$ cat src/rhf_pkg.sv
`default_nettype none

package rhf_pkg;

   localparam int unsigned HDR_BYTES = 20;

   // Byte offsets within the IPv4 header
   localparam int unsigned OFS_VERSION  = 0;
   localparam int unsigned OFS_PROTOCOL = 9;
   localparam int unsigned OFS_CHECKSUM = 11;
   localparam int unsigned OFS_DEST     = 16;

   localparam logic [7:0]  VERSION_IHL_OK = 8'h45;
   localparam logic [7:0]  PROTO_ICMP     = 8'h01;
   localparam logic [15:0] SUM_ALL_ONES   = 16'hFFFF;

   typedef enum logic [2:0] {
      VERDICT_SHORT    = 3'd0,
      VERDICT_BAD_VER  = 3'd1,
      VERDICT_BAD_CSUM = 3'd2,
      VERDICT_NOT_LOCAL = 3'd3,
      VERDICT_OTHER    = 3'd4,
      VERDICT_ICMP     = 3'd5
   } verdict_type;

   // Header fields as they stand after the current byte
   typedef struct packed {
      logic        min_reached;
      logic [7:0]  version_length;
      logic [15:0] running_sum;
      logic [15:0] stored_checksum;
      logic [31:0] destination;
      logic [7:0]  protocol;
   } hdr_snap_type;

   function automatic logic [15:0] fold_add(input logic [15:0] a, input logic [15:0] b);
      logic [16:0] s;
      s = {1'b0, a} + {1'b0, b};
      return s[15:0] + {15'd0, s[16]};
   endfunction

endpackage

`default_nettype wire

$ cat src/rhf_csr.sv
`default_nettype none

module rhf_csr import rhf_pkg::*; (
   input  wire logic        clock,
   input  wire logic        reset,
   input  wire logic        csr_psel,
   input  wire logic        csr_penable,
   input  wire logic        csr_pwrite,
   input  wire logic [2:0]  csr_paddr,
   input  wire logic [31:0] csr_pwdata,
   output logic [31:0]      csr_prdata,
   output logic             csr_pready,
   output logic [31:0]      local_address
);

   logic [31:0] local_address_ff;
   logic [31:0] local_address_in;
   logic        sel_local;

   assign sel_local  = (csr_paddr[2] == 1'b0);
   assign csr_pready = 1'b1;

   always_comb begin
      local_address_in = local_address_ff;
      if (csr_psel && csr_penable && csr_pwrite && sel_local) begin
         local_address_in = csr_pwdata;
      end
   end

   always_ff @(posedge clock) begin
      if (reset) begin
         local_address_ff <= '0;
      end else begin
         local_address_ff <= local_address_in;
      end
   end

   assign csr_prdata    = sel_local ? local_address_ff : 32'd0;
   assign local_address = local_address_ff;

endmodule

`default_nettype wire

$ cat src/rhf_hdr_parse.sv
`default_nettype none

module rhf_hdr_parse import rhf_pkg::*; #(
   parameter int unsigned LINK_HEADER_BYTES = 14
) (
   input  wire logic       clock,
   input  wire logic       reset,
   input  wire logic       step,
   input  wire logic [7:0] data_byte,
   input  wire logic       last_byte,
   output hdr_snap_type    snap
);

   localparam int unsigned POS_W = $clog2(LINK_HEADER_BYTES + HDR_BYTES + 1);
   localparam logic [POS_W-1:0] LINK_POS  = POS_W'(LINK_HEADER_BYTES);
   localparam logic [POS_W-1:0] FRAME_MIN = POS_W'(LINK_HEADER_BYTES + HDR_BYTES);

   logic [POS_W-1:0] pos_ff,  pos_in;
   logic [15:0]      sum_ff,  sum_in;
   logic [7:0]       high_ff, high_in;
   logic [7:0]       vl_ff,   vl_in;
   logic [15:0]      chk_ff,  chk_in;
   logic [31:0]      dest_ff, dest_in;
   logic [7:0]       proto_ff, proto_in;
   logic [POS_W-1:0] hdr_offset;
   logic [15:0]      word;

   assign hdr_offset = pos_ff - LINK_POS;
   assign word       = {high_ff, data_byte};

   always_comb begin
      pos_in   = pos_ff;
      sum_in   = sum_ff;
      high_in  = high_ff;
      vl_in    = vl_ff;
      chk_in   = chk_ff;
      dest_in  = dest_ff;
      proto_in = proto_ff;
      if (pos_ff < FRAME_MIN) begin
         pos_in = pos_ff + POS_W'(1);
         if (pos_ff >= LINK_POS) begin
            if (hdr_offset == POS_W'(OFS_VERSION)) begin
               vl_in = data_byte;
            end
            if (hdr_offset == POS_W'(OFS_PROTOCOL)) begin
               proto_in = data_byte;
            end
            if (hdr_offset >= POS_W'(OFS_DEST)) begin
               dest_in = {dest_ff[23:0], data_byte};
            end
            if (!hdr_offset[0]) begin
               high_in = data_byte;
            end else if (hdr_offset == POS_W'(OFS_CHECKSUM)) begin
               // checksum word counts as zero in the sum
               chk_in = word;
               sum_in = fold_add(sum_ff, 16'd0);
            end else begin
               sum_in = fold_add(sum_ff, word);
            end
         end
      end
   end

   always_comb begin
      snap.min_reached     = (pos_in == FRAME_MIN);
      snap.version_length  = vl_in;
      snap.running_sum     = sum_in;
      snap.stored_checksum = chk_in;
      snap.destination     = dest_in;
      snap.protocol        = proto_in;
   end

   always_ff @(posedge clock) begin
      if (reset || (step && last_byte)) begin
         pos_ff   <= '0;
         sum_ff   <= '0;
         high_ff  <= '0;
         vl_ff    <= '0;
         chk_ff   <= '0;
         dest_ff  <= '0;
         proto_ff <= '0;
      end else if (step) begin
         pos_ff   <= pos_in;
         sum_ff   <= sum_in;
         high_ff  <= high_in;
         vl_ff    <= vl_in;
         chk_ff   <= chk_in;
         dest_ff  <= dest_in;
         proto_ff <= proto_in;
      end
   end

endmodule

`default_nettype wire

$ cat src/rhf_verdict.sv
`default_nettype none

module rhf_verdict import rhf_pkg::*; (
   input  wire logic        clock,
   input  wire logic        reset,
   input  wire logic        load,
   input  hdr_snap_type     snap,
   input  wire logic [31:0] local_address,
   input  wire logic        rsp_ready,
   output logic             rsp_valid,
   output logic [2:0]       rsp_verdict,
   output logic [7:0]       rsp_protocol,
   output logic             out_free
);

   logic        rsp_valid_ff, rsp_valid_in;
   verdict_type verdict_ff,   verdict_in;
   logic [7:0]  protocol_ff;
   logic [15:0] check_sum;

   assign check_sum = fold_add(snap.stored_checksum, ~snap.running_sum);

   always_comb begin
      if (!snap.min_reached) begin
         verdict_in = VERDICT_SHORT;
      end else if (snap.version_length != VERSION_IHL_OK) begin
         verdict_in = VERDICT_BAD_VER;
      end else if (check_sum != SUM_ALL_ONES) begin
         verdict_in = VERDICT_BAD_CSUM;
      end else if (snap.destination != local_address) begin
         verdict_in = VERDICT_NOT_LOCAL;
      end else if (snap.protocol != PROTO_ICMP) begin
         verdict_in = VERDICT_OTHER;
      end else begin
         verdict_in = VERDICT_ICMP;
      end
   end

   assign out_free     = !rsp_valid_ff || rsp_ready;
   assign rsp_valid_in = load || (rsp_valid_ff && !rsp_ready);

   always_ff @(posedge clock) begin
      if (reset) begin
         rsp_valid_ff <= 1'b0;
      end else begin
         rsp_valid_ff <= rsp_valid_in;
      end
   end

   always_ff @(posedge clock) begin
      if (load) begin
         verdict_ff  <= verdict_in;
         protocol_ff <= snap.protocol;
      end
   end

   assign rsp_valid    = rsp_valid_ff;
   assign rsp_verdict  = verdict_ff;
   assign rsp_protocol = protocol_ff;

endmodule

`default_nettype wire

$ cat src/ipv4_receive_header_filter.sv
// Result path: a final byte is held in the input register, and its verdict is then
// registered in the result register, from which rsp_valid presents it.
// Throughput: one frame byte per clock; only a final byte waits in the input register,
// and only while the result register still holds an untaken verdict.
// Reset (synchronous, active high) clears local_address, all frame state and both
// valid flags; no result is pending after reset.
`default_nettype none

module ipv4_receive_header_filter import rhf_pkg::*; #(
   parameter int unsigned LINK_HEADER_BYTES = 14
) (
   input  wire logic        clock,
   input  wire logic        reset,
   input  wire logic        req_valid,
   output logic             req_ready,
   input  wire logic [7:0]  req_data_byte,
   input  wire logic        req_last_byte,
   output logic             rsp_valid,
   input  wire logic        rsp_ready,
   output logic [2:0]       rsp_verdict,
   output logic [7:0]       rsp_protocol,
   input  wire logic        csr_psel,
   input  wire logic        csr_penable,
   input  wire logic        csr_pwrite,
   input  wire logic [2:0]  csr_paddr,
   input  wire logic [31:0] csr_pwdata,
   output logic [31:0]      csr_prdata,
   output logic             csr_pready
);

   logic         in_valid_ff, in_valid_in;
   logic [7:0]   in_byte_ff;
   logic         in_last_ff;
   logic         advance;
   logic         out_free;
   logic         req_accept;
   logic [31:0]  local_address;
   hdr_snap_type snap;

   // hold a final byte until the result slot can take its verdict
   assign advance     = in_valid_ff && (!in_last_ff || out_free);
   assign req_ready   = !in_valid_ff || advance;
   assign req_accept  = req_valid && req_ready;
   assign in_valid_in = req_accept || (in_valid_ff && !advance);

   always_ff @(posedge clock) begin
      if (reset) begin
         in_valid_ff <= 1'b0;
      end else begin
         in_valid_ff <= in_valid_in;
      end
   end

   always_ff @(posedge clock) begin
      if (req_accept) begin
         in_byte_ff <= req_data_byte;
         in_last_ff <= req_last_byte;
      end
   end

   rhf_csr u_csr (
      .clock         (clock),
      .reset         (reset),
      .csr_psel      (csr_psel),
      .csr_penable   (csr_penable),
      .csr_pwrite    (csr_pwrite),
      .csr_paddr     (csr_paddr),
      .csr_pwdata    (csr_pwdata),
      .csr_prdata    (csr_prdata),
      .csr_pready    (csr_pready),
      .local_address (local_address)
   );

   rhf_hdr_parse #(
      .LINK_HEADER_BYTES (LINK_HEADER_BYTES)
   ) u_parse (
      .clock     (clock),
      .reset     (reset),
      .step      (advance),
      .data_byte (in_byte_ff),
      .last_byte (in_last_ff),
      .snap      (snap)
   );

   rhf_verdict u_verdict (
      .clock         (clock),
      .reset         (reset),
      .load          (advance && in_last_ff),
      .snap          (snap),
      .local_address (local_address),
      .rsp_ready     (rsp_ready),
      .rsp_valid     (rsp_valid),
      .rsp_verdict   (rsp_verdict),
      .rsp_protocol  (rsp_protocol),
      .out_free      (out_free)
   );

endmodule

`default_nettype wire

$ cat config.mk
export PLATFORM = sky130hd
export DESIGN_NAME = ipv4_receive_header_filter
export DESIGN_NICKNAME = d
export VERILOG_FILES = /design/src/rhf_pkg.sv /design/src/rhf_csr.sv /design/src/rhf_hdr_parse.sv /design/src/rhf_verdict.sv /design/src/ipv4_receive_header_filter.sv
export SDC_FILE = /design/constraint.sdc
export NUM_CORES = 1
export LEC_CHECK = 0
export ABC_AREA = 1
export BUFFER_PORTS_ARGS = -buffer_cell sky130_fd_sc_hd__buf_2
export CORE_ASPECT_RATIO = 0.6
export CORE_UTILIZATION = 55
export DETAILED_ROUTE_END_ITERATION = 7
export PLACE_DENSITY = 0.78
export SLEW_MARGIN = 20
export SYNTH_ARGS = -nofsm -noshare
export SYNTH_HDL_FRONTEND = slang
export SYNTH_SLANG_ARGS = --single-unit
$ cat constraint.sdc
create_clock -name clock -period 5.1 [get_ports clock]
set_clock_uncertainty 0.2 [all_clocks]
set_input_delay 0.255 -clock clock [delete_from_list [all_inputs] [get_ports clock]]
set_output_delay 0.255 -clock clock [all_outputs]
set_load 0.005 [all_outputs]
==> summary.md <==
| Metric | Value |
|---|---|
| TritonRoute pass-1 iters | 6 |
| Clk slew on worst S/H paths | approximately 0.07 ns |
| WL met3 | roughly 4.5 mm |
| CP arrival | between 6 and 7 ns |
| Period utilization | 1.20 |
| Clk_lat worst skew | 0.44 ns |
| Crit Reg-Reg Endpoint | u_verdict.rsp_verdict[1] |
| CP Class | flip-flop to flip-flop |
| Critical-path maximum fanout | 3 |
| Row count | 37 |
| Worst path slowest cell | edfxtp_1 |
| R2r startpoint | in_byte_ff[2] |
| Initial Util | 0.564 |
| Final WS setup | -1.02 ns |
| Flops & latches, synth | 148 |
| Synth Area per Inst | 6.37 µm² |
| Area share of the largest cell type after synthesis | 0.264 |
| First-pass GRT wire length | 53.5 mm |
| Dpl ws | -0.844 ns |
| Top Ports | 97 |
| Slowest cell delay on critical path | 0.44 ns |
| WL met2 | 14.6 mm |
| Die Wd | 174 µm |
| Slew Limit Fails | 0 |
| Post-Syn Area | 0.00972 mm² |
| Final net count | 1,922 |
| Total vias in the final route | about 12,000 |
| Area contributors post-synth | dfxtp_1 26%, nand2_1 13%, inv_1 9.0% |
| Met1 wire length | 14.8 mm |
| Synth Warn # | 0 |
| Die H | around 100 µm |
| Top-count cell post-synth | nand2_1 |
| Syn_nets | 1,619 |
| Required time of the critical path | 5.10 ns |
| Antenna-violating nets left | 0 |
| Number of global-route vias before repair | ~11,000 |
| Fmax | 163 MHz |
| Reg2reg setup slack | -1.02 ns |
| HP Start | csr_pwdata[5] |
| Gr ovfl total | 0 |
| Final WL | 34.9 mm |
| Static Leakage | around 7 nW |
| Buf/Inv on CP | 13 |
| EDFF count, synth | 20 |
| Relative slew slack | 0.352 |
| CTS tree | yes |
| Synth async-reset ratio | 0 |
| Slew @ Worst Pin | 0.971 ns |
| PD cells | 280 mW/mm² |
| Max-cap violation count | 0 |
| Failing checks | negative setup slack |
| Clk buf depth | 2 |
| Peak VDD IR | about 0.19 mV |
| Most frequent cells after synthesis | 336 x nand2_1, 234 x inv_1, 199 x nor2_1, 146 x o21ai_0, 144 x nand3_1 |
| Core area | 0.0172 mm² |
| HPWL Detailed | 22.4 mm |
| DR top layer | met4 |
| RSZ-0062 raised after global routing | yes |
| Ys flop type | dfxtp_1 |
| Final min period | 6.12 ns |
| Outcome | finished, violations left |
| Initial antenna violation count | 2 |
| Die area | 0.0182 mm² |
| Clock buffer count from CTS | 17 |
| Routed len/inst | roughly 17 µm |
| Dominant cell type by area after synthesis | dfxtp_1 |
| Synth cell types | 46 |
| R2r worst-path depth | 45 |
| Root buffer cell | clkbuf_16 |
| CP endpoint kind | flip-flop |
| GP Congestion | 0.931 |
| Initial DRC count | 1,597 |
| Hold Crit Class | primary input to flip-flop |
| Setup-failing EPs final | 4 |
| Endpoint, Worst Hold | u_csr.local_address[5] |
| Remaining DRCs | 0 |
| Most common cell on crit path | buf_4 |
| Largest net degree at the start of global routing | 78 |
| Hold depth | 3 |
| Clk sink count | 148 |
| Final hold vios | 0 |
| Syn Inst Count | 1,525 |
| H-tree Lvls | 4 |
| Layout area overhead | 35.6% |
| Port bufs | 93 |
| Final core utilization | 0.765 |
| DR vias/cell | roughly 5.6 |
| Total GRT Usage | 0.373 |
| Cell family with most CP delay | simple AND/OR/NAND/NOR gates |
| Post-synthesis sequential area ratio | 0.325 |
| Fraction of layout cells with a size suffix above 1 | 0.239 |
| Crit path launch type | flip-flop |
repair_timing:
item / 4_1_cts / 5_1_grt
pin swaps: 38 / 46
setup endpoints to repair: 3 / 4
setup buffers: 76 / 9
hold buffers: 40 / 0
hold endpoints to repair: 39 / 0
gates resized for setup: 22 / 41
routing by layer:
layer / track usage / vias up
met5: 0 / -
met4: 0.136 / 0
met3: 0.103 / 118
met2: 0.552 / 744
met1: 0.516 / 5309
li1: - / 5492
worst reg2reg max path: cells and delay by family (launching register included):
kind                     cells  cell delay, ns
AO/OA/AOI/OAI                7            0.89
flip-flops                   1            0.44
buffers and inverters       13            1.16
adder cells (fa/ha/maj)      3            0.85
AND/OR/NAND/NOR             22            2.32
cells in the final DEF, fill, tap and decap left out, drive strengths merged, types with 7 or more instances in the layout:
cell,count
nor2,204
edfxtp,20
xor2,13
nand3,146
o21bai,7
nand2,341
dlygate4sd3,40
ha,41
inv,245
clkbuf,20
o21ai,152
o211ai,23
dfxtp,128
a21oi,90
buf,306
nor3,10
nand4,7
cell families after synthesis:
family | after synthesis | synth area share
compound gates | 288 | 0.161
buf+inv | 301 | 0.121
simple gates | 721 | 0.312
flops | 148 | 0.325
xor+xnor | 18 | 0.0178
mux | 5 | 0.00515
other cells | 1 | 0.000386
fa+ha+maj | 43 | 0.0569
through the flow:
stage	instance area (µm²)	power, W	hold WS [ns]	TNS, ns	std cells
after detailed placement	11400	0.00218	0.232	-2.29	1923
after CTS	12900	0.00355	0.0109	-2.10	2068
after floorplan	9870	0.00188	0.124	-0.262	1525
final	13200	0.00368	0.0396	-3.82	2076
after global routing	13200	0.00382	0.0407	-5.53	2075
after global placement	11400	0.00215	0.228	-1.54	1923
layout make-up:
type	instances	area, µm²
Inverter	239	900
Sequential cell	148	3160
Tap cell	234	293
Fill cell	1257	4050
Multi-Input combinational cell	1076	5760
Timing Repair Buffer	346	2470
Clock buffer	20	479
Antenna cell	1	2.50
Clock inverter	12	105
where the power goes:
group          internal, W  switching, W  leakage [nW]
Sequential         0.00124     0.0000433          1.24
Combinational     0.000478      0.000642          5.38
Clock             0.000696      0.000582         0.275
Total              0.00242       0.00127          6.89
registers in the layout, indices dropped and copies added, names as in the netlist, 8 cells and up:
name                    cells
u_verdict.rsp_protocol      8
u_parse.chk_ff             16
in_byte_ff                  8
u_parse.sum_ff             16
u_parse.vl_ff               8
u_parse.dest_ff            32
u_parse.proto_ff            8
u_parse.high_ff             8
u_csr.local_address        32
worst max path at each step:
stage                              from                       end  slack, ns  depth (start not counted)
after floorplan           in_byte_ff[0]  u_verdict.rsp_verdict[1]      -0.16                         46
after global placement    in_byte_ff[7]  u_verdict.rsp_verdict[1]      -0.60                         43
after detailed placement  in_byte_ff[7]  u_verdict.rsp_verdict[1]      -0.84                         39
after CTS                 in_byte_ff[0]  u_verdict.rsp_verdict[1]      -0.59                         46
after global routing      in_byte_ff[0]  u_verdict.rsp_verdict[1]      -1.51                         43
final                     in_byte_ff[2]  u_verdict.rsp_verdict[1]      -1.02                         45
Power figures use the tool's default switching activity.
